$ cat config.mk
export PLATFORM = sky130hd
export DESIGN_NAME = pvqcd_queue
export DESIGN_NICKNAME = d
export VERILOG_FILES = /design/src/hw/rtl/packed_vq_code_decoder_macros.svh /design/src/hw/rtl/pvqcd_pkg.sv /design/src/hw/rtl/pvqcd_queue.sv
export SDC_FILE = /design/constraint.sdc
export NUM_CORES = 1
export LEC_CHECK = 0
export BUFFER_PORTS_ARGS = -buffer_cell sky130_fd_sc_hd__buf_4
export CELL_PAD_IN_SITES_DETAIL_PLACEMENT = 0
export CELL_PAD_IN_SITES_GLOBAL_PLACEMENT = 2
export CORE_UTILIZATION = 45
export DETAILED_ROUTE_END_ITERATION = 12
export PLACE_DENSITY = 0.86
export RECOVER_POWER = 50
export SLEW_MARGIN = 30
export SYNTH_ARGS = -nofsm -noshare
export SYNTH_HDL_FRONTEND = slang
export SYNTH_SLANG_ARGS = --single-unit
$ cat constraint.sdc
create_clock -name clk -period 3.6 [get_ports clk]
set_input_delay 0 -clock clk [delete_from_list [all_inputs] [get_ports clk]]
set_output_delay 0 -clock clk [all_outputs]
set_load 0.01 [all_outputs]
$ cat src/hw/rtl/packed_vq_code_decoder_macros.svh
// Assertion helpers for the packed code decoder.
// Each macro needs clk and rst in scope.
`ifndef PACKED_VQ_CODE_DECODER_MACROS_SVH
`define PACKED_VQ_CODE_DECODER_MACROS_SVH

// Same-cycle implication, off while in reset.
`define PVQCD_ASSERT_NOW(label, ante, cons, msg) \
  label: assert property (@(posedge clk) disable iff (rst) (ante) |-> (cons)) \
    else $error(msg);

// Next-cycle implication, off while in reset.
`define PVQCD_ASSERT_NEXT(label, ante, cons, msg) \
  label: assert property (@(posedge clk) disable iff (rst) (ante) |=> (cons)) \
    else $error(msg);

`endif

$ cat src/hw/rtl/pvqcd_pkg.sv
`timescale 1ns / 1ps

package pvqcd_pkg;

  // Store sizes
  localparam int CODE_STORE_BYTES = 65536;
  localparam int CODEBOOK_ENTRIES = 256;
  localparam int CS_ADDR_W        = $clog2(CODE_STORE_BYTES);
  localparam int BANK_DEPTH       = CODE_STORE_BYTES / 2;
  localparam int BANK_ADDR_W      = CS_ADDR_W - 1;
  localparam int CB_ADDR_W        = $clog2(CODEBOOK_ENTRIES);

  // Field widths
  localparam int FUNC_W    = 2;
  localparam int WADDR_W   = 16;
  localparam int WORD_W    = 32;
  localparam int EXPERT_W  = 10;
  localparam int DIM_W     = 16;
  localparam int STATUS_W  = 2;
  localparam int CODE_W    = 8;
  localparam int WSEL_W    = 2;
  localparam int SHIFT_W   = 3;
  localparam int CB_DATA_W = 2 * WORD_W;

  // Index arithmetic widths
  localparam int RP_W       = 2 * DIM_W;
  localparam int ERP_W      = EXPERT_W + RP_W;
  localparam int BASE_W     = RP_W + 1;
  localparam int LIN_W      = ERP_W + 1;
  localparam int BOFF_W     = LIN_W + SHIFT_W;
  localparam int BYTE_OFF_W = BOFF_W - SHIFT_W;
  localparam int CMD_ADDR_W = (CS_ADDR_W > WADDR_W) ? CS_ADDR_W : WADDR_W;

  // Queue between front and back
  localparam int QUEUE_DEPTH = 4;
  localparam int QPTR_W      = $clog2(QUEUE_DEPTH);
  localparam int QCNT_W      = $clog2(QUEUE_DEPTH + 1);

  // Configuration port
  localparam int CFG_IDX_W  = 2;
  localparam int CFG_DATA_W = 16;
  localparam logic [CFG_IDX_W-1:0] REG_WIDTH_SELECT = 2'd0;
  localparam logic [CFG_IDX_W-1:0] REG_NUM_EXPERTS  = 2'd1;
  localparam logic [CFG_IDX_W-1:0] REG_NUM_ROWS     = 2'd2;
  localparam logic [CFG_IDX_W-1:0] REG_NUM_PAIRS    = 2'd3;

  // Function codes
  localparam logic [FUNC_W-1:0] FUNC_WR_CODE = 2'd0;
  localparam logic [FUNC_W-1:0] FUNC_WR_CB   = 2'd1;
  localparam logic [FUNC_W-1:0] FUNC_DECODE  = 2'd2;

  // Status codes
  localparam logic [STATUS_W-1:0] ST_OK    = 2'd0;
  localparam logic [STATUS_W-1:0] ST_RANGE = 2'd1;
  localparam logic [STATUS_W-1:0] ST_PAST  = 2'd2;

  // Code width selects
  localparam logic [WSEL_W-1:0] WSEL_4 = 2'd0;
  localparam logic [WSEL_W-1:0] WSEL_6 = 2'd1;
  localparam logic [WSEL_W-1:0] WSEL_8 = 2'd2;

  localparam logic [WSEL_W-1:0] WSEL_RESET = WSEL_8;

  typedef enum logic [1:0] {
    OP_WR_CODE,
    OP_WR_CB,
    OP_DECODE,
    OP_REPLY
  } op_t;

  typedef struct packed {
    logic [WSEL_W-1:0]   wsel;
    logic [EXPERT_W-1:0] num_experts;
    logic [DIM_W-1:0]    num_rows;
    logic [DIM_W-1:0]    num_pairs;
  } cfg_t;

  typedef struct packed {
    op_t                   op;
    logic [STATUS_W-1:0]   status;
    logic [CMD_ADDR_W-1:0] addr;
    logic [SHIFT_W-1:0]    shift;
    logic [WSEL_W-1:0]     wsel;
    logic [WORD_W-1:0]     re;
    logic [WORD_W-1:0]     im;
  } cmd_t;

  typedef struct packed {
    logic full;
    logic empty;
  } q_stat_t;

  function automatic logic [3:0] code_bits(input logic [WSEL_W-1:0] wsel);
    logic [3:0] bits;
    unique case (wsel)
      WSEL_4:  bits = 4'd4;
      WSEL_6:  bits = 4'd6;
      default: bits = 4'd8;
    endcase
    return bits;
  endfunction

  function automatic logic [CODE_W-1:0] code_mask(input logic [WSEL_W-1:0] wsel);
    logic [CODE_W-1:0] mask;
    unique case (wsel)
      WSEL_4:  mask = 8'h0F;
      WSEL_6:  mask = 8'h3F;
      default: mask = 8'hFF;
    endcase
    return mask;
  endfunction

endpackage

$ cat src/hw/rtl/pvqcd_queue.sv
`timescale 1ns / 1ps

module pvqcd_queue (
  input  logic               clk,
  input  logic               rst,
  input  logic               push,
  input  pvqcd_pkg::cmd_t    push_cmd,
  input  logic               pop,
  output pvqcd_pkg::cmd_t    head,
  output pvqcd_pkg::q_stat_t stat
);

  pvqcd_pkg::cmd_t                 ent [pvqcd_pkg::QUEUE_DEPTH];
  logic [pvqcd_pkg::QPTR_W-1:0]    wr_ptr;
  logic [pvqcd_pkg::QPTR_W-1:0]    rd_ptr;
  logic [pvqcd_pkg::QCNT_W-1:0]    count;

  assign head       = ent[rd_ptr];
  assign stat.full  = count == pvqcd_pkg::QCNT_W'(pvqcd_pkg::QUEUE_DEPTH);
  assign stat.empty = count == '0;

  always_ff @(posedge clk) begin
    if (rst) begin
      wr_ptr <= '0;
      rd_ptr <= '0;
      count  <= '0;
    end else begin
      if (push) begin
        wr_ptr <= wr_ptr + 1'b1;
      end
      if (pop) begin
        rd_ptr <= rd_ptr + 1'b1;
      end
      if (push && !pop) begin
        count <= count + 1'b1;
      end else if (pop && !push) begin
        count <= count - 1'b1;
      end
    end
  end

  always_ff @(posedge clk) begin
    if (push) begin
      ent[wr_ptr] <= push_cmd;
    end
  end

endmodule

# [Word-level counts from Yosys, hierarchy flattened]
# Memory sizes are Yosys's and may differ from the RTL's. A register that Yosys moved wholly into a read port is not among the register bits.
# Cells that the tools add are included.
[totals] n_memories=1 register_bits=7 mem_bits_rw=356 output_inout_bits=91 word_cells=21
[memory_table] memory="ent" words=4 width=89 read_ports=1 rd_clocked_by_memory_dff=1 wr=1 line_no="pvqcd_queue.sv:13" rtl="pvqcd_pkg::cmd_t ent [pvqcd_pkg::QUEUE_DEPTH];"
[op_classes] n_mux=6 n_addsub=4 n_reduce_logical=6 n_eq_ne=1
[ops] op="3-bit 2-to-1 mux" count=2
[ops] op="2-bit by 1-bit adder with 2-bit output (second input constant)" count=2
[ops] op="2-bit 2-to-1 mux" count=2
[ops] op="3-bit by 1-bit adder with 3-bit output (second input constant)" count=1
[ops] op="3-bit == test (second input constant)" count=1
[ops] op="3-bit logical NOT" count=1
[ops] op="3-bit by 1-bit subtractor with 3-bit output (second input constant)" count=1
[ops] op="1-bit logical AND" count=2
[ops] op="1-bit logical NOT" count=2
[ops] op="1-bit 2-to-1 mux" count=2
[ops] op="2-bit nonzero test" count=1

# [Longest topological paths before layout]
# Gate-level depths: netlist (run 1).
[depth] depth_word=4 mapped_depth=7 ltp_nobuf=7

# [Least setup slack after synthesis (run 1)]
# Ideal clock, no wire load.
[synth_timing] path_type="reg2reg" startpoint="register wr_ptr[0] (netlist bit)" endpoint="memory ent[0][0] (netlist bit), enable pin" stages_incl_launch_ff=4 slack_ns=0.535 t_arrival_ns=2.607 required_time_ns=3.143 path_cell_list="dfxtp_1 > inv_1 > ha_1 > and2_1"
[synth_lines] item="start, declared" line_no="pvqcd_queue.sv:14" rtl="logic [pvqcd_pkg::QPTR_W-1:0] wr_ptr;"
[synth_lines] item="start signal, assigned" line_no="pvqcd_queue.sv:29" rtl="wr_ptr <= wr_ptr + 1'b1;"
[synth_lines] item="end, declared" line_no="pvqcd_queue.sv:13"
# Straight into the memory's write port.

# [Worst setup path after layout (run 1)]
[layout_timing] startpoint="register wr_ptr[0] (netlist bit)" endpoint="memory ent[2][82] (netlist bit), enable pin"
# Straight into the memory's write port.

==> results of run 1 <==
[synth_stat cells (all sizes together)]
master    n  share of area [%]
mux4     89                 15
nand2     1              0.028
xor2      3               0.20
nor3b     1              0.057
ha        5               0.47
mux2i     2               0.15
fa        1               0.15
and2      4               0.19
dfxtp     9                1.4
clkbuf    8               0.23
nor3      1              0.038
xnor2     2               0.13
o21ai     1              0.038
a21oi     1              0.038
inv       4               0.11
edfxtp  356                 81
or3       1              0.047
nor2      7               0.20
buf      13               0.75
[flip-flops by register name, indices dropped and copies added (netlist names), named ones only]
register  flops
rd_ptr        2
count         3
wr_ptr        2
ent         356
[cell families after synthesis]
logic type | after synthesis | synth area share (%)
flip-flops | 365 | 82.0
multiplexers | 91 | 15.3
buffers and inverters | 25 | 1.09
AND/OR/NAND/NOR | 15 | 0.557
adder cells (fa/ha/maj) | 6 | 0.623
XOR/XNOR | 5 | 0.331
AO/OA/AOI/OAI | 2 | 0.0755
[where the power goes]
group,total (W),switching (W),internal [W]
sequential,0.00496,0.0000802,0.00488
clock,0.00350,0.00142,0.00207
combinational,0.00103,0.000490,0.000536
[routing by layer]
layer  part of all wire (%)  global-route usage, %  wire [µm]
met5                      0                      0          0
met4                    1.8                   4.68        459
met3                    6.1                   3.66       1560
met2                     50                   28.7      12700
met1                     42                   23.2      10700
[through the flow]
| step | hold slack, ns | cells | utilization [%] | total power (W) |
|---|---|---|---|---|
| floorplan | 0.0989 | 509 | - | 0.00555 |
| global placement | 0.200 | 1067 | 52.3 | 0.00602 |
| detailed placement | 0.203 | 1067 | 52.3 | 0.00606 |
| CTS | 0.223 | 1220 | 59.4 | 0.00964 |
| global route | 0.291 | 1221 | 58.3 | 0.00981 |
| finish | 0.290 | 1222 | 58.3 | 0.00948 |
[path summary, 6_finish.rpt]
kind                 to      start  depth (start not counted)  slack, ns
max          ent[2][82]  wr_ptr[0]                          4       1.02
min            count[0]        rst                          3       0.29
max reg2reg  ent[2][82]  wr_ptr[0]                          4       1.02
min reg2reg    count[2]   count[2]                          2       0.54
[layout make-up]
class	count	area (µm²)	area share (%)
antenna	1	2.50	0.0149
clock buffer	46	990	5.88
clock inverter	14	118	0.699
inverter	4	15.0	0.0893
multi-input combinational	119	2240	13.3
sequential	365	10900	64.7
tap	384	480	2.86
timing repair buffer	289	2090	12.5
[worst register-to-register path, stage by stage (launching register included)]
cell,delay [ns]
dfxtp_1,0.35
inv_1,0.10
ha_1,0.14
and2_2,1.10
buf_4,0.54
==> results.md, run 1 <==
* Kind of cell adding the most delay to the critical path: simple AND/OR/NAND/NOR gates
* Fill count at 2149
* Placer congestion estimate at 0.708
* Placed cell area at ~15000 µm²
* Unique masters post-synth at 23
* Routed Antenna Nets at 0
* P_leak at around 5.5 nW
* Initial DRT Pass Iterations at 5
* Mapped Area at 13200 µm²
* Startpoint Class: register
* CP required at between 3 and 4 ns
* Routed WL per cell at 20.8 µm
* Commonest non-fill, non-tap cell in the layout: edfxtp_1
* Post-DP HPWL at 15400 µm
* Vias in the first global route at 6852
* Worst-margin pin slew at 1.43 ns
* Share of cells above drive strength 1 at approximately 30%
* 1st-iter DRT viols at 466
* Tcrit/Tclk final at 71.7%
* Sequential area share after synthesis at 82.0%
* Number of clock sinks at 365
* Max IR drop VDD at 0.268 mV
* Chip height at 174 µm
* DRC Markers at 0
* Syn Nets at 608
* Pwr Density at 564 nW/µm²
* Routed via count at 6351
* Layout Nets at 914
* Fin. max-slew vios at 0
* CP Max Fanout at 53
* Syn_area_per_cell at roughly 26 µm²
* First-pass GRT wire length at between 30000 and 40000 µm
* CTS tree: done
* I/O pin total at 184
* Max cap viols at 0
* Largest net degree at the start of global routing at 79
* Crit. End Element: register
* CTS Buffer Depth at 3
* Yosys warning total at 0
* CP Data Arrival Time at 2.74 ns
* Period minus WS final at 2.58 ns
* GRT overflow at 0
* Fmax achieved at 388 MHz
* Place WS at 1.45 ns
* Synthesis-stage register bit count at ~370
* Slowest CP cell: and2_2
* Hold Violations, Final at 0
* Root Buffer: clkbuf_16
* WS Path Type: reg -> reg
* Buffers added on ports at 183
* Die width at 174 µm
* Postcts setup bufs at 0
* Layout area overhead at 26.9%
* Skew-Pair Late Insertion Delay at ~0.50 ns
* Row cnt at slightly above 60
* Hold WC Path Type: in -> reg
* Fin Clk Skew at 0.00726 ns
* Outcome: complete, no violations
* Post-synthesis cell count at 509
* Setup WS post-layout at 1.02 ns
* Max incr delay on CP at 1.10 ns
* Core area at 28900 µm²
* Worst-path clk slew at around 0.06 ns
* TNS Setup at 0 ns
* Unrepaired setup endpoints after global routing: no
* Overall Global Routing Usage at 17.2%
* Max H-tree Level at 2
* Full die area at around 30000 µm²
* # resized after CTS at 0
* Initial Utilization at 45.9%
* Setup violators final at 0
* WP buf/inv at 2
* Number of CTS-inserted buffers at 36
* Rel. slew slack at 4.59%
* Commonest cells after routing, fill and taps aside: 356 x edfxtp_1, 101 x buf_4, 98 x clkbuf_1, 93 x dlygate4sd3_1, 89 x mux4_2
* Hold-fix buffers, CTS at 93
* DRT Wirelength at 25400 µm
* Critical Path, Cell by Cell: inv_1 > ha_1 > and2_2 > buf_4
* Finished Cell Area at 16800 µm²
* Vias/cell at just over 5
* Initial antenna violation count at 1
Power figures use the tool's default switching activity.
==> run 2: changes to the inputs <==
- clock period: 3.6 -> 2.45 ns (I/O delays scaled with it)
==> run 2 against run 1 <==
  * Routed wire length is 2.1% lower
  * Combinational power grew 50%
  * First-iteration DRC count up 11%
  * Global-route usage down 0.25 points
  * Final cell count grew 0.82%
  * Core utilization up 0.71 points
  * Non-clock buffer count grew 4
  * Highest routed layer is now met5
==> results.md, run 2 (synthesized netlist as in run 1, its figures left out) <==
* Fmax achieved at 477 MHz
* Rel. slew slack at 40.4% (+36 points)
* Largest register FFs at 356 (unchanged)
* Placer congestion estimate at 0.702 (-0.86%)
* Crit. End Element: primary output
* WHS at 0.290 ns (+0.000582 ns)
* Vias in the first global route at 6931 (+1.2%)
* Postcts setup bufs at 0 (unchanged)
* CTS Buffer Depth at 3 (unchanged)
* Fin. max-slew vios at 0 (unchanged)
* Placed cell area at 15300 µm² (+1.1%)
* Commonest non-fill, non-tap cell in the layout: edfxtp_1
* Slowest CP cell: dfxtp_4
* Initial DRT Pass Iterations at 4 (-1)
* Layout Nets at 919 (+0.55%)
* Worst R2R Path Depth at 3 (-1)
* Reg2reg setup slack at 0.51 ns (-0.51 ns)
* CP Max Fanout at 25 (-53%)
* Startpoint Class: register
* Outcome: complete, no violations
* Cell depth of the worst setup path at 3 (-1)
* Vias/cell at 5.09 (-2.0%)
* Layout Utilization at 59.0% (+0.71 points)
* Crit path to: head[1]
* Hold-fix buffers, CTS at 92 (-1.1%)
* Power Total at 0.0142 W (+50%)
* Core area at 28900 µm² (unchanged)
* Max IR drop VDD at 0.607 mV (+130%)
* Overall Global Routing Usage at 17.0% (-0.25 points)
* Number of clock sinks at 365 (unchanged)
* Worst-path clk slew at 0.06 ns (about the same)
* CP required at 2.45 ns (-1.31 ns)
* Finished Cell Area at 17000 µm² (+1.2%)
* Critical Path, Cell by Cell: buf_12 > mux4_2 > buf_4
* Routed WL per cell at 20.2 µm (-2.9%)
* Full die area at 30100 µm² (unchanged)
* I/O pin total at 184 (unchanged)
* Switching Fraction at 21.0% (-0.026 points)
* Regs by FF count: ent: 356 flops, count: 3 flops
* Hold Violations, Final at 0 (unchanged)
* Biggest register: ent
* TNS Setup at 0 ns (unchanged)
* Kind of cell adding the most delay to the critical path: flip-flops
* WP buf/inv at 2 (unchanged)
* Reg-to-Reg End: ent[3][27]
* First-pass GRT wire length at 39000 µm (-0.33%)
* Root Buffer: clkbuf_16
* Number of CTS-inserted buffers at 37 (+2.8%)
* 1st-iter DRT viols at 517 (+11%)
* Row cnt at 62 (unchanged)
* Commonest cells after routing, fill and taps aside: 356 x edfxtp_1, 105 x clkbuf_1, 97 x buf_4, 92 x dlygate4sd3_1, 89 x mux4_2
* Period minus WS final at 2.10 ns
* Worst-margin pin slew at 0.895 ns (-0.537 ns)
* Layout area overhead at 28.5%
* NetSw at 0.00298 W (+50%)
* Flop pwr share at 51.2% (-1.1 points)
* WS Path Type: reg -> out
* Chip height at 174 µm (unchanged)
* Tcrit/Tclk final at 85.6%
* Routed Antenna Nets at 0 (unchanged)
* Share of cells above drive strength 1 at 29.6% (+0.12 points)
* # resized after CTS at 0 (unchanged)
* Comb pwr share at 10.8% (about the same)
* CP Data Arrival Time at 2.10 ns (-0.64 ns)
* Pwr Density at 834 nW/µm² (+48%)
* Skew-Pair Late Insertion Delay at 0.50 ns (about the same)
* Buffers added on ports at 183 (unchanged)
* RR Startpoint: wr_ptr[0]
* Initial Utilization at 45.9% (unchanged)
* Post-DP HPWL at 14900 µm (-3.1%)
* Max cap viols at 0 (unchanged)
* Routed via count at 6276 (-1.2%)
* Max incr delay on CP at 0.56 ns (-0.54 ns)
* Power Internal at 0.0112 W (+50%)
* Fin Clk Skew at 0.0110 ns (+0.00370 ns)
* DRT Wirelength at 24900 µm (-2.1%)
* Setup violators final at 0 (unchanged)
* GRT overflow at 0 (unchanged)
* P_leak at 5.59 nW (+1.2%)
* Part of the power in the clock network at 37.9% (+1.0 points)
* Initial antenna violation count at 2 (+1)
* CTS tree: done
* Die width at 174 µm (unchanged)
* DRC Markers at 0 (unchanged)
* Largest net degree at the start of global routing at 49 (-38%)
* Max H-tree Level at 2 (unchanged)
* Hold WC Path Type: in -> reg
* Fill count at 2149 (unchanged)
* Unrepaired setup endpoints after global routing: no
-- run 2: changes by cell type in the layout (fill, tap and decap cells not counted), sizes merged --
| cell | change |
|---|---|
| clkbuf | +6 |
| buf | +5 |
| clkinv | -3 |
| clkinvlp | +1 |
| bufinv | +1 |
| inv | +1 |
| dlygate4sd3 | -1 |
-- run 2: metal layers --
metal	vias up	GRT usage [%]	routed length, µm
li1	2804	-	-
met1	3207	22.3	10200
met2	225	28.6	12500
met3	38	4.08	1660
met4	2	4.46	462
met5	-	0	13
-- run 2: area by class of cell --
class	count	area, µm²	area share [%]
multi-input combinational	119	2240	13.2
antenna	1	2.50	0.0147
sequential	365	10900	63.9
inverter	4	15.0	0.0882
clock inverter	14	144	0.845
tap	384	480	2.82
timing repair buffer	293	2230	13.1
clock buffer	52	1020	6.02
-- run 2: worst min path at each step --
stage                       from         end  slack, ns  cells after the start
floorplan            push_cmd[0]   ent[0][0]        0.1                      0
global placement    push_cmd[40]  ent[1][40]       0.20                      1
detailed placement  push_cmd[22]  ent[3][22]       0.20                      1
CTS                 push_cmd[42]  ent[0][42]       0.20                      2
global route        push_cmd[22]  ent[2][22]       0.28                      2
finish              push_cmd[22]  ent[2][22]       0.29                      2
-- run 2: worst register-to-register path: stages (launching register included) --
cell	delay (ns)
dfxtp_1	0.40
ha_1	0.16
and2_2	0.73
buf_4	0.34
-- run 2: power by group through the flow --
stage,Combinational [W],Sequential (W),Clock (W)
6_report,0.00154,0.00728,0.00539
5_1_grt,0.00166,0.00730,0.00577
4_1_cts,0.00164,0.00728,0.00554
3_5_place_dp,0.00151,0.00742,0
3_3_place_gp,0.00149,0.00739,0
2_1_floorplan,0.000789,0.00736,0
-- run 2: per-stage QoR --
step           setup slack (ns)  std cells
3_5_place_dp              0.721       1073
5_1_grt                   0.217       1231
4_1_cts                   0.286       1231
6_report                  0.352       1232
3_3_place_gp              0.728       1073
2_1_floorplan             0.366        509
