### config.mk
export PLATFORM = sky130hd
export DESIGN_NAME = pvqcd_front
export DESIGN_NICKNAME = d
export VERILOG_FILES = /design/src/hw/rtl/packed_vq_code_decoder_macros.svh /design/src/hw/rtl/pvqcd_pkg.sv /design/src/hw/rtl/pvqcd_front.sv
export SDC_FILE = /design/constraint.sdc
export NUM_CORES = 2
export LEC_CHECK = 0
export BUFFER_PORTS_ARGS = -buffer_cell sky130_fd_sc_hd__clkbuf_2
export CAP_MARGIN = 20
export CORE_AREA = 4 4 332 400
export DETAILED_ROUTE_END_ITERATION = 8
export DIE_AREA = 0 0 336 404
export PLACE_DENSITY = 0.59
export REMOVE_ABC_BUFFERS = 1
export SLEW_MARGIN = 20
export SYNTH_ARGS = -nofsm -noshare
export SYNTH_HDL_FRONTEND = slang
export SYNTH_SLANG_ARGS = --single-unit
export TNS_END_PERCENT = 20
### constraint.sdc
create_clock -name clk -period 26.8 [get_ports clk]
set_input_delay 5.36 -clock clk [delete_from_list [all_inputs] [get_ports clk]]
set_output_delay 5.36 -clock clk [all_outputs]
set_load 0.02 [all_outputs]
### src/hw/rtl/packed_vq_code_decoder_macros.svh
// Assertion helpers for the packed code decoder.
// Each macro needs clk and rst in scope.
`ifndef PACKED_VQ_CODE_DECODER_MACROS_SVH
`define PACKED_VQ_CODE_DECODER_MACROS_SVH

// Same-cycle implication, off while in reset.
`define PVQCD_ASSERT_NOW(label, ante, cons, msg) \
  label: assert property (@(posedge clk) disable iff (rst) (ante) |-> (cons)) \
    else $error(msg);

// Next-cycle implication, off while in reset.
`define PVQCD_ASSERT_NEXT(label, ante, cons, msg) \
  label: assert property (@(posedge clk) disable iff (rst) (ante) |=> (cons)) \
    else $error(msg);

`endif

### src/hw/rtl/pvqcd_pkg.sv
`timescale 1ns / 1ps

package pvqcd_pkg;

  // Store sizes
  localparam int CODE_STORE_BYTES = 65536;
  localparam int CODEBOOK_ENTRIES = 256;
  localparam int CS_ADDR_W        = $clog2(CODE_STORE_BYTES);
  localparam int BANK_DEPTH       = CODE_STORE_BYTES / 2;
  localparam int BANK_ADDR_W      = CS_ADDR_W - 1;
  localparam int CB_ADDR_W        = $clog2(CODEBOOK_ENTRIES);

  // Field widths
  localparam int FUNC_W    = 2;
  localparam int WADDR_W   = 16;
  localparam int WORD_W    = 32;
  localparam int EXPERT_W  = 10;
  localparam int DIM_W     = 16;
  localparam int STATUS_W  = 2;
  localparam int CODE_W    = 8;
  localparam int WSEL_W    = 2;
  localparam int SHIFT_W   = 3;
  localparam int CB_DATA_W = 2 * WORD_W;

  // Index arithmetic widths
  localparam int RP_W       = 2 * DIM_W;
  localparam int ERP_W      = EXPERT_W + RP_W;
  localparam int BASE_W     = RP_W + 1;
  localparam int LIN_W      = ERP_W + 1;
  localparam int BOFF_W     = LIN_W + SHIFT_W;
  localparam int BYTE_OFF_W = BOFF_W - SHIFT_W;
  localparam int CMD_ADDR_W = (CS_ADDR_W > WADDR_W) ? CS_ADDR_W : WADDR_W;

  // Queue between front and back
  localparam int QUEUE_DEPTH = 4;
  localparam int QPTR_W      = $clog2(QUEUE_DEPTH);
  localparam int QCNT_W      = $clog2(QUEUE_DEPTH + 1);

  // Configuration port
  localparam int CFG_IDX_W  = 2;
  localparam int CFG_DATA_W = 16;
  localparam logic [CFG_IDX_W-1:0] REG_WIDTH_SELECT = 2'd0;
  localparam logic [CFG_IDX_W-1:0] REG_NUM_EXPERTS  = 2'd1;
  localparam logic [CFG_IDX_W-1:0] REG_NUM_ROWS     = 2'd2;
  localparam logic [CFG_IDX_W-1:0] REG_NUM_PAIRS    = 2'd3;

  // Function codes
  localparam logic [FUNC_W-1:0] FUNC_WR_CODE = 2'd0;
  localparam logic [FUNC_W-1:0] FUNC_WR_CB   = 2'd1;
  localparam logic [FUNC_W-1:0] FUNC_DECODE  = 2'd2;

  // Status codes
  localparam logic [STATUS_W-1:0] ST_OK    = 2'd0;
  localparam logic [STATUS_W-1:0] ST_RANGE = 2'd1;
  localparam logic [STATUS_W-1:0] ST_PAST  = 2'd2;

  // Code width selects
  localparam logic [WSEL_W-1:0] WSEL_4 = 2'd0;
  localparam logic [WSEL_W-1:0] WSEL_6 = 2'd1;
  localparam logic [WSEL_W-1:0] WSEL_8 = 2'd2;

  localparam logic [WSEL_W-1:0] WSEL_RESET = WSEL_8;

  typedef enum logic [1:0] {
    OP_WR_CODE,
    OP_WR_CB,
    OP_DECODE,
    OP_REPLY
  } op_t;

  typedef struct packed {
    logic [WSEL_W-1:0]   wsel;
    logic [EXPERT_W-1:0] num_experts;
    logic [DIM_W-1:0]    num_rows;
    logic [DIM_W-1:0]    num_pairs;
  } cfg_t;

  typedef struct packed {
    op_t                   op;
    logic [STATUS_W-1:0]   status;
    logic [CMD_ADDR_W-1:0] addr;
    logic [SHIFT_W-1:0]    shift;
    logic [WSEL_W-1:0]     wsel;
    logic [WORD_W-1:0]     re;
    logic [WORD_W-1:0]     im;
  } cmd_t;

  typedef struct packed {
    logic full;
    logic empty;
  } q_stat_t;

  function automatic logic [3:0] code_bits(input logic [WSEL_W-1:0] wsel);
    logic [3:0] bits;
    unique case (wsel)
      WSEL_4:  bits = 4'd4;
      WSEL_6:  bits = 4'd6;
      default: bits = 4'd8;
    endcase
    return bits;
  endfunction

  function automatic logic [CODE_W-1:0] code_mask(input logic [WSEL_W-1:0] wsel);
    logic [CODE_W-1:0] mask;
    unique case (wsel)
      WSEL_4:  mask = 8'h0F;
      WSEL_6:  mask = 8'h3F;
      default: mask = 8'hFF;
    endcase
    return mask;
  endfunction

endpackage

### src/hw/rtl/pvqcd_front.sv
`timescale 1ns / 1ps

module pvqcd_front (
  input  logic                              clk,
  input  logic                              rst,
  input  logic                              req_valid,
  output logic                              req_stall,
  input  logic [pvqcd_pkg::FUNC_W-1:0]      func,
  input  logic [pvqcd_pkg::WADDR_W-1:0]     write_addr,
  input  logic [pvqcd_pkg::WORD_W-1:0]      write_re,
  input  logic [pvqcd_pkg::WORD_W-1:0]      write_im,
  input  logic [pvqcd_pkg::EXPERT_W-1:0]    expert_index,
  input  logic [pvqcd_pkg::DIM_W-1:0]       row_index,
  input  logic [pvqcd_pkg::DIM_W-1:0]       pair_index,
  input  pvqcd_pkg::cfg_t                   cfg,
  input  pvqcd_pkg::q_stat_t                q_stat,
  output logic                              q_push,
  output pvqcd_pkg::cmd_t                   q_cmd
);

  logic adv;

  // Stage 1: captured item
  logic                               s1_valid;
  logic [pvqcd_pkg::FUNC_W-1:0]       s1_func;
  logic [pvqcd_pkg::WADDR_W-1:0]      s1_waddr;
  logic [pvqcd_pkg::WORD_W-1:0]       s1_re;
  logic [pvqcd_pkg::WORD_W-1:0]       s1_im;
  logic [pvqcd_pkg::EXPERT_W-1:0]     s1_e;
  logic [pvqcd_pkg::DIM_W-1:0]        s1_r;
  logic [pvqcd_pkg::DIM_W-1:0]        s1_p;

  // Stage 2: products
  logic                               s2_valid;
  pvqcd_pkg::op_t                     s2_op;
  logic [pvqcd_pkg::STATUS_W-1:0]     s2_status;
  logic [pvqcd_pkg::WADDR_W-1:0]      s2_waddr;
  logic [pvqcd_pkg::WORD_W-1:0]       s2_re;
  logic [pvqcd_pkg::WORD_W-1:0]       s2_im;
  logic [pvqcd_pkg::EXPERT_W-1:0]     s2_e;
  logic [pvqcd_pkg::DIM_W-1:0]        s2_p;
  logic [pvqcd_pkg::RP_W-1:0]         s2_rp;
  logic [pvqcd_pkg::RP_W-1:0]         s2_rowp;

  // Stage 3: expert term and row base
  logic                               s3_valid;
  pvqcd_pkg::op_t                     s3_op;
  logic [pvqcd_pkg::STATUS_W-1:0]     s3_status;
  logic [pvqcd_pkg::WADDR_W-1:0]      s3_waddr;
  logic [pvqcd_pkg::WORD_W-1:0]       s3_re;
  logic [pvqcd_pkg::WORD_W-1:0]       s3_im;
  logic [pvqcd_pkg::ERP_W-1:0]        s3_erp;
  logic [pvqcd_pkg::BASE_W-1:0]       s3_base;

  // Stage 4: linear index
  logic                               s4_valid;
  pvqcd_pkg::op_t                     s4_op;
  logic [pvqcd_pkg::STATUS_W-1:0]     s4_status;
  logic [pvqcd_pkg::WADDR_W-1:0]      s4_waddr;
  logic [pvqcd_pkg::WORD_W-1:0]       s4_re;
  logic [pvqcd_pkg::WORD_W-1:0]       s4_im;
  logic [pvqcd_pkg::LIN_W-1:0]        s4_lin;

  pvqcd_pkg::op_t                     s1_op;
  logic [pvqcd_pkg::STATUS_W-1:0]     s1_status;
  logic                               s1_in_range;

  logic [pvqcd_pkg::BOFF_W-1:0]       lin_ext;
  logic [pvqcd_pkg::BOFF_W-1:0]       bit_off;
  logic [pvqcd_pkg::BYTE_OFF_W-1:0]   byte_off;
  logic [pvqcd_pkg::SHIFT_W-1:0]      bit_shift;
  logic                               past_first;
  logic                               past_second;
  logic                               straddle;

  // Advance unless the last stage holds an item the queue cannot take
  assign adv       = !s4_valid || !q_stat.full;
  assign req_stall = !adv;
  assign q_push    = s4_valid && !q_stat.full;

  // Classify the item
  assign s1_in_range = (s1_e < cfg.num_experts) && (s1_r < cfg.num_rows) &&
                       (s1_p < cfg.num_pairs);

  always_comb begin
    s1_op     = pvqcd_pkg::OP_REPLY;
    s1_status = pvqcd_pkg::ST_OK;
    unique case (s1_func)
      pvqcd_pkg::FUNC_WR_CODE: begin
        if (32'(s1_waddr) < 32'(pvqcd_pkg::CODE_STORE_BYTES)) begin
          s1_op = pvqcd_pkg::OP_WR_CODE;
        end else begin
          s1_status = pvqcd_pkg::ST_RANGE;
        end
      end
      pvqcd_pkg::FUNC_WR_CB: begin
        if (32'(s1_waddr) < 32'(pvqcd_pkg::CODEBOOK_ENTRIES)) begin
          s1_op = pvqcd_pkg::OP_WR_CB;
        end else begin
          s1_status = pvqcd_pkg::ST_RANGE;
        end
      end
      pvqcd_pkg::FUNC_DECODE: begin
        if (s1_in_range) begin
          s1_op = pvqcd_pkg::OP_DECODE;
        end else begin
          s1_status = pvqcd_pkg::ST_RANGE;
        end
      end
      default: begin
        s1_op     = pvqcd_pkg::OP_REPLY;
        s1_status = pvqcd_pkg::ST_OK;
      end
    endcase
  end

  // Scale linear index by code width, split into byte and bit
  assign lin_ext = pvqcd_pkg::BOFF_W'(s4_lin);

  always_comb begin
    unique case (cfg.wsel)
      pvqcd_pkg::WSEL_4: bit_off = lin_ext << 2;
      pvqcd_pkg::WSEL_6: bit_off = (lin_ext << 2) + (lin_ext << 1);
      default:           bit_off = lin_ext << 3;
    endcase
  end

  assign byte_off    = bit_off[pvqcd_pkg::BOFF_W-1:pvqcd_pkg::SHIFT_W];
  assign bit_shift   = bit_off[pvqcd_pkg::SHIFT_W-1:0];
  assign past_first  = byte_off >= pvqcd_pkg::BYTE_OFF_W'(pvqcd_pkg::CODE_STORE_BYTES);
  assign past_second = byte_off >= pvqcd_pkg::BYTE_OFF_W'(pvqcd_pkg::CODE_STORE_BYTES - 1);
  assign straddle    = (5'(pvqcd_pkg::code_bits(cfg.wsel)) + 5'(bit_shift)) > 5'd8;

  always_comb begin
    q_cmd.op     = s4_op;
    q_cmd.status = s4_status;
    q_cmd.addr   = pvqcd_pkg::CMD_ADDR_W'(s4_waddr);
    q_cmd.shift  = bit_shift;
    q_cmd.wsel   = cfg.wsel;
    q_cmd.re     = s4_re;
    q_cmd.im     = s4_im;
    if (s4_op == pvqcd_pkg::OP_DECODE) begin
      q_cmd.addr = pvqcd_pkg::CMD_ADDR_W'(byte_off[pvqcd_pkg::CS_ADDR_W-1:0]);
      if (past_first || (straddle && past_second)) begin
        q_cmd.op     = pvqcd_pkg::OP_REPLY;
        q_cmd.status = pvqcd_pkg::ST_PAST;
      end
    end
  end

  always_ff @(posedge clk) begin
    if (rst) begin
      s1_valid <= 1'b0;
      s2_valid <= 1'b0;
      s3_valid <= 1'b0;
      s4_valid <= 1'b0;
    end else if (adv) begin
      s1_valid <= req_valid;
      s2_valid <= s1_valid;
      s3_valid <= s2_valid;
      s4_valid <= s3_valid;
    end
  end

  always_ff @(posedge clk) begin
    if (adv) begin
      s1_func  <= func;
      s1_waddr <= write_addr;
      s1_re    <= write_re;
      s1_im    <= write_im;
      s1_e     <= expert_index;
      s1_r     <= row_index;
      s1_p     <= pair_index;

      s2_op     <= s1_op;
      s2_status <= s1_status;
      s2_waddr  <= s1_waddr;
      s2_re     <= s1_re;
      s2_im     <= s1_im;
      s2_e      <= s1_e;
      s2_p      <= s1_p;
      s2_rp     <= pvqcd_pkg::RP_W'(cfg.num_rows) * pvqcd_pkg::RP_W'(cfg.num_pairs);
      s2_rowp   <= pvqcd_pkg::RP_W'(s1_r) * pvqcd_pkg::RP_W'(cfg.num_pairs);

      s3_op     <= s2_op;
      s3_status <= s2_status;
      s3_waddr  <= s2_waddr;
      s3_re     <= s2_re;
      s3_im     <= s2_im;
      s3_erp    <= pvqcd_pkg::ERP_W'(s2_e) * pvqcd_pkg::ERP_W'(s2_rp);
      s3_base   <= pvqcd_pkg::BASE_W'(s2_rowp) + pvqcd_pkg::BASE_W'(s2_p);

      s4_op     <= s3_op;
      s4_status <= s3_status;
      s4_waddr  <= s3_waddr;
      s4_re     <= s3_re;
      s4_im     <= s3_im;
      s4_lin    <= pvqcd_pkg::LIN_W'(s3_erp) + pvqcd_pkg::LIN_W'(s3_base);
    end
  end

endmodule

**Word-level counts from Yosys, hierarchy flattened**

Index checks and enable logic that the tools add are counted.
Widths: inputs -> output; s select.

- Output and inout bits: 91
- Latch bits: 0
- ROM bits: 0
- Logic and storage cells: 72
- Bits of input ports: 173
- Memories: 0
- RAM bits: 0
- Bits in registers: 588

- Equal/unequal tests: 4
- Bitwise gates (word level): 0
- Add/sub/neg operators: 4
- Multiply operators: 3
- Div/mod/pow operators: 0
- Shift operators: 0
- $lt $le $gt $ge: 7
- Muxes and demuxes: 10
- Reductions and logical operators: 11

Operators by type and width:

| operator | count |
|---|---|
| $pmux 46 s2 | 1 |
| $mul 16x16->32 | 2 |
| $add 45x44->46 | 1 |
| $add 42x33->43 | 1 |
| $ge 43x16->1 const B | 1 |
| $ge 43x17->1 const B | 1 |
| $mul 10x32->42 | 1 |
| $add 32x16->33 | 1 |
| $lt 16x16->1 | 2 |
| $mux 20 | 1 |
| $lt 16x9->1 const B | 1 |
| $lt 10x10->1 | 1 |
| $pmux 4 s2 | 1 |
| $pmux 2 s3 | 1 |
| $add 4x3->5 | 1 |
| $gt 5x4->1 const B | 1 |
| $eq 2x1->1 const B | 2 |
| $eq 2x2->1 const B | 2 |
| $logic_and 1x1->1 | 4 |
| $logic_not 2->1 | 2 |
| $mux 4 | 1 |
| $logic_not 1->1 | 3 |
| $mux 1 | 3 |
| $logic_or 1x1->1 | 2 |
| 2 further kinds | 2 |

**Depth between registers and ports, before layout**

- Depth after elaboration: 8
- Gate-level depth with buffers: 27
- Mapped depth without buffers: 25

**Worst setup path before layout**

Ideal clock, no wire load.

- Path kind: input to output
- Start: input port q_stat[1] (netlist bit)
- End: output port req_stall
- Buffers on the path: 0
- Slack: 0.987 ns
- Required time: 21.440 ns
- Stages: 2
- Arrival time: 20.453 ns
- Cell sequence: nand2_1 inv_1

- Longest elaborated chain between the ends: 3

Ends and longest elaborated chain:

| item | line | text |
|---|---|---|
| from (decl) | pvqcd_front.sv:16 | `input pvqcd_pkg::q_stat_t q_stat,` |
| $logic_not 1->1 | pvqcd_front.sv:77 | `assign adv = !s4_valid \|\| !q_stat.full;` |
| $logic_or 1x1->1 | pvqcd_front.sv:77 |  |
| $logic_not 1->1 | pvqcd_front.sv:78 | `assign req_stall = !adv;` |
| to (decl) | pvqcd_front.sv:7 | `output logic req_stall,` |

No other way between the ends.

==> summary.md <==
| Metric | Value |
|---|---|
| Mapped Area | 51300 sq um |
| Share of the synthesized area in the top cell type | 34.0% |
| Synth area leaders | edfxtp_1 (34%), fa_1 (25%), ha_1 (10%) |
| Family with the most delay on the worst path | simple AND/OR/NAND/NOR gates |
| Worst path slowest cell | o31ai_1 |
| DRT Pass-1 Iters | 6 |
| DR WL/cell | 18.0 um |
| Post-CTS Setup Bufs | 0 |
| Final min period | 14.38 ns |
| Row cnt | 145 |
| Die ar. | 136000 sq um |
| Port bufs | 261 |
| Clk pin slew, worst setup/hold paths | 0.06 ns |
| GRT Overall Usage | 18.1% |
| Initial Utilization | 39.7% |
| Clock root buffer | clkbuf_16 |
| Yosys top cell by area | edfxtp_1 |
| Synth Flop Type | edfxtp_1 |
| CTS Sinks | 585 |
| Detailed-route via count | 33815 |
| DRC errors left | 0 |
| First DRT Iteration DRCs | 1763 |
| Buffer depth of the longest clock path | 3 |
| Num CTS Buffers | 67 |
| H-tree Lvls | 3 |
| Critical Path RT | 21.44 ns |
| Area delta synth->final | 10.4% |
| Slew @ Worst Pin | 1.12 ns |
| Post-synthesis sequential area ratio | 34.2% |
| Layout cell share with drive strength beyond 1 | 8.85% |
| I/O pin count | 264 |
| Fmax | 0.0695 GHz |
| Post-synth top cells | inv_1 (739), fa_1 (629), edfxtp_1 (581) |
| Min-delay worst type | flip-flop to flip-flop |
| Horiz. Die Dim | 336 um |
| Final antenna-violating net count | 0 |
| Warning count from the yosys run | 0 |
| Number of nets in the layout | 6150 |
| Post_cts resized | 0 |
| Critical Path End Type | primary output |
| First-pass GRT wire length | 194 mm |
| Most common cell in the netlist | inv_1 |
| Total grt overflow | 0 |
| Max-cap viol count | 0 |
| RSZ-0062 raised after global routing | false |
| Die Span Y | 404 um |
| CP Class | input port to primary output |
| Routed vias/inst | 5.07 |
| Vias in the first global route | 35932 |
| Count of mapped cells out of synthesis | 4734 |
| Worst slew margin | 25.5% |
| Final worst-path cycle share | 53.7% |
| Crit path buffers/inverters | 3 |
| CTS tree | built |
| HPWL Detailed | 93.8 mm |
| Worst Hold Slack | 0.404 ns |
| Placer Congestion | 0.876 |
| CP Launch Type | input port |
| Final Skew | 0.0211 ns |
| Cell Chain, Critical Path | clkbuf_2 -> inv_1 -> nor2_1 -> and2_1 -> ha_1 -> nand4b_1 -> o21ai_0 -> o41ai_1 -> nor4_1 -> nand3_1 -> nor4_1 -> nand4_1 -> o31ai_1 -> or4b_1 -> a311o_1 -> clkbuf_2 |
| Worst skew pair latency | 0.65 ns |
| Max incr delay on CP | 0.48 ns |
| Final Hold Fails | 0 |
| EDFF count, synth | 581 |
| Initial antenna violation count | 2 |
| Setup TNS Final | 0 ns |
| Core area | 129000 sq um |
| Crit path DAT | 9.02 ns |
| Hold-fix buffers, CTS | 0 |
| Post-Route WL | 120 mm |
| Final Setup Violations | 0 |
| Crit-path max FO | 21 |
| Pin count of the biggest net entering global routing | 200 |
| Outcome | finished, final reports clean |
| Max-slew violations | 0 |
| Synth unique cells | 91 |
| Post-synth ARST share | 0% |
| Synth Register Bits | 585 |
| Syn Area/Cell | 10.8 sq um |
## path summary, 6_finish.rpt
path / startpoint / endpoint / slack (ns) / cells after the start
setup / recovery: cfg[42] / q_cmd[87] / 12.42 / 16
hold / removal: s1_re[16] / s2_re[16] / 0.40 / 0
setup reg to reg: s1_r[9] / s2_rowp[31] / 19.36 / 23
hold reg to reg: s1_re[16] / s2_re[16] / 0.40 / 0
## through the flow
stage               instance area, sq um  utilization [%]  setup slack, ns  cells
floorplan                          50600                -            0.987   4566
global placement                   54300             42.0            12.33   6547
detailed placement                 54300             42.0            12.29   6548
CTS                                56600             43.8            12.30   6670
global route                       56600             43.8            12.02   6672
finish                             56600             43.8            12.42   6673
## state kept, by name (all words and copies together), names as in the netlist, 32 cells and up
| register | count |
|---|---|
| s3_base | 33 |
| s2_im | 32 |
| s3_re | 32 |
| s3_erp | 42 |
| s1_re | 32 |
| s4_lin | 43 |
| s3_im | 32 |
| s2_re | 32 |
| s4_re | 32 |
| s4_im | 32 |
| s2_rowp | 32 |
| s2_rp | 32 |
| s1_im | 32 |
## metal layers
layer  track usage, %  part of all wire [%]
met1             22.6                    42
met2             31.9                    51
met3             2.74                   4.8
met4             6.07                   3.0
met5                0                     0
## cell type report
type                       count  area, sq um
tap                         1690         2110
clock buffer                  80         1770
timing repair buffer         293         1590
multi-input combinational   3234        30300
antenna                        2         5.00
inverter                     747         2800
clock inverter                42          495
fill                       12250        72600
sequential                   585        17500
## cells by family (layout without fill, tap and decap cells)
family | after synthesis | after routing | share of synthesized area (%)
AO/OA/AOI/OAI | 582 | 582 | 7.59
multiplexers | 26 | 26 | 0.530
adder cells (fa/ha/maj) | 1049 | 1049 | 34.8
other | 1 | 3 | 0.00731
XOR/XNOR | 180 | 180 | 3.07
flip-flops | 585 | 585 | 34.2
buffers and inverters | 915 | 1162 | 6.75
AND/OR/NAND/NOR | 1396 | 1396 | 13.0
## worst reg2reg max path: cells and delay by family, from the launching register on
kind / cells / cell delay, ns
flip-flops: 1 / 0.94
adder cells (fa/ha/maj): 7 / 3.42
AO/OA/AOI/OAI: 9 / 2.08
buffers and inverters: 4 / 0.31
XOR/XNOR: 1 / 0.08
AND/OR/NAND/NOR: 2 / 0.39
## cells in the final DEF (no fill, tap or decap), types with 10 or more instances in the layout
cell type	Yosys	final
nand2b_1	25	25
nor2_1	241	241
a21boi_0	11	11
o21ai_0	96	96
clkbuf_1	148	11
or3_1	13	13
clkinv_2	0	10
clkinv_1	5	14
buf_4	3	28
nand4_1	31	31
o21a_1	22	22
mux2i_1	17	17
nor2b_1	32	32
o21bai_1	14	14
a31oi_1	22	22
nor4_1	13	13
inv_1	739	739
xnor2_1	118	118
a211oi_1	27	27
and3_1	28	28
clkbuf_2	0	261
nor3_1	58	58
a21oi_1	167	167
and2_1	315	315
xor2_1	62	62
o31ai_1	12	10
clkbuf_16	0	69
nand2_1	552	551
edfxtp_1	581	581
fa_1	629	629
nand3_1	48	48
ha_1	420	420
a21o_1	95	95
Power is not shown: default switching activity piles up to over one toggle a cycle in this logic, so the estimate is an artifact.
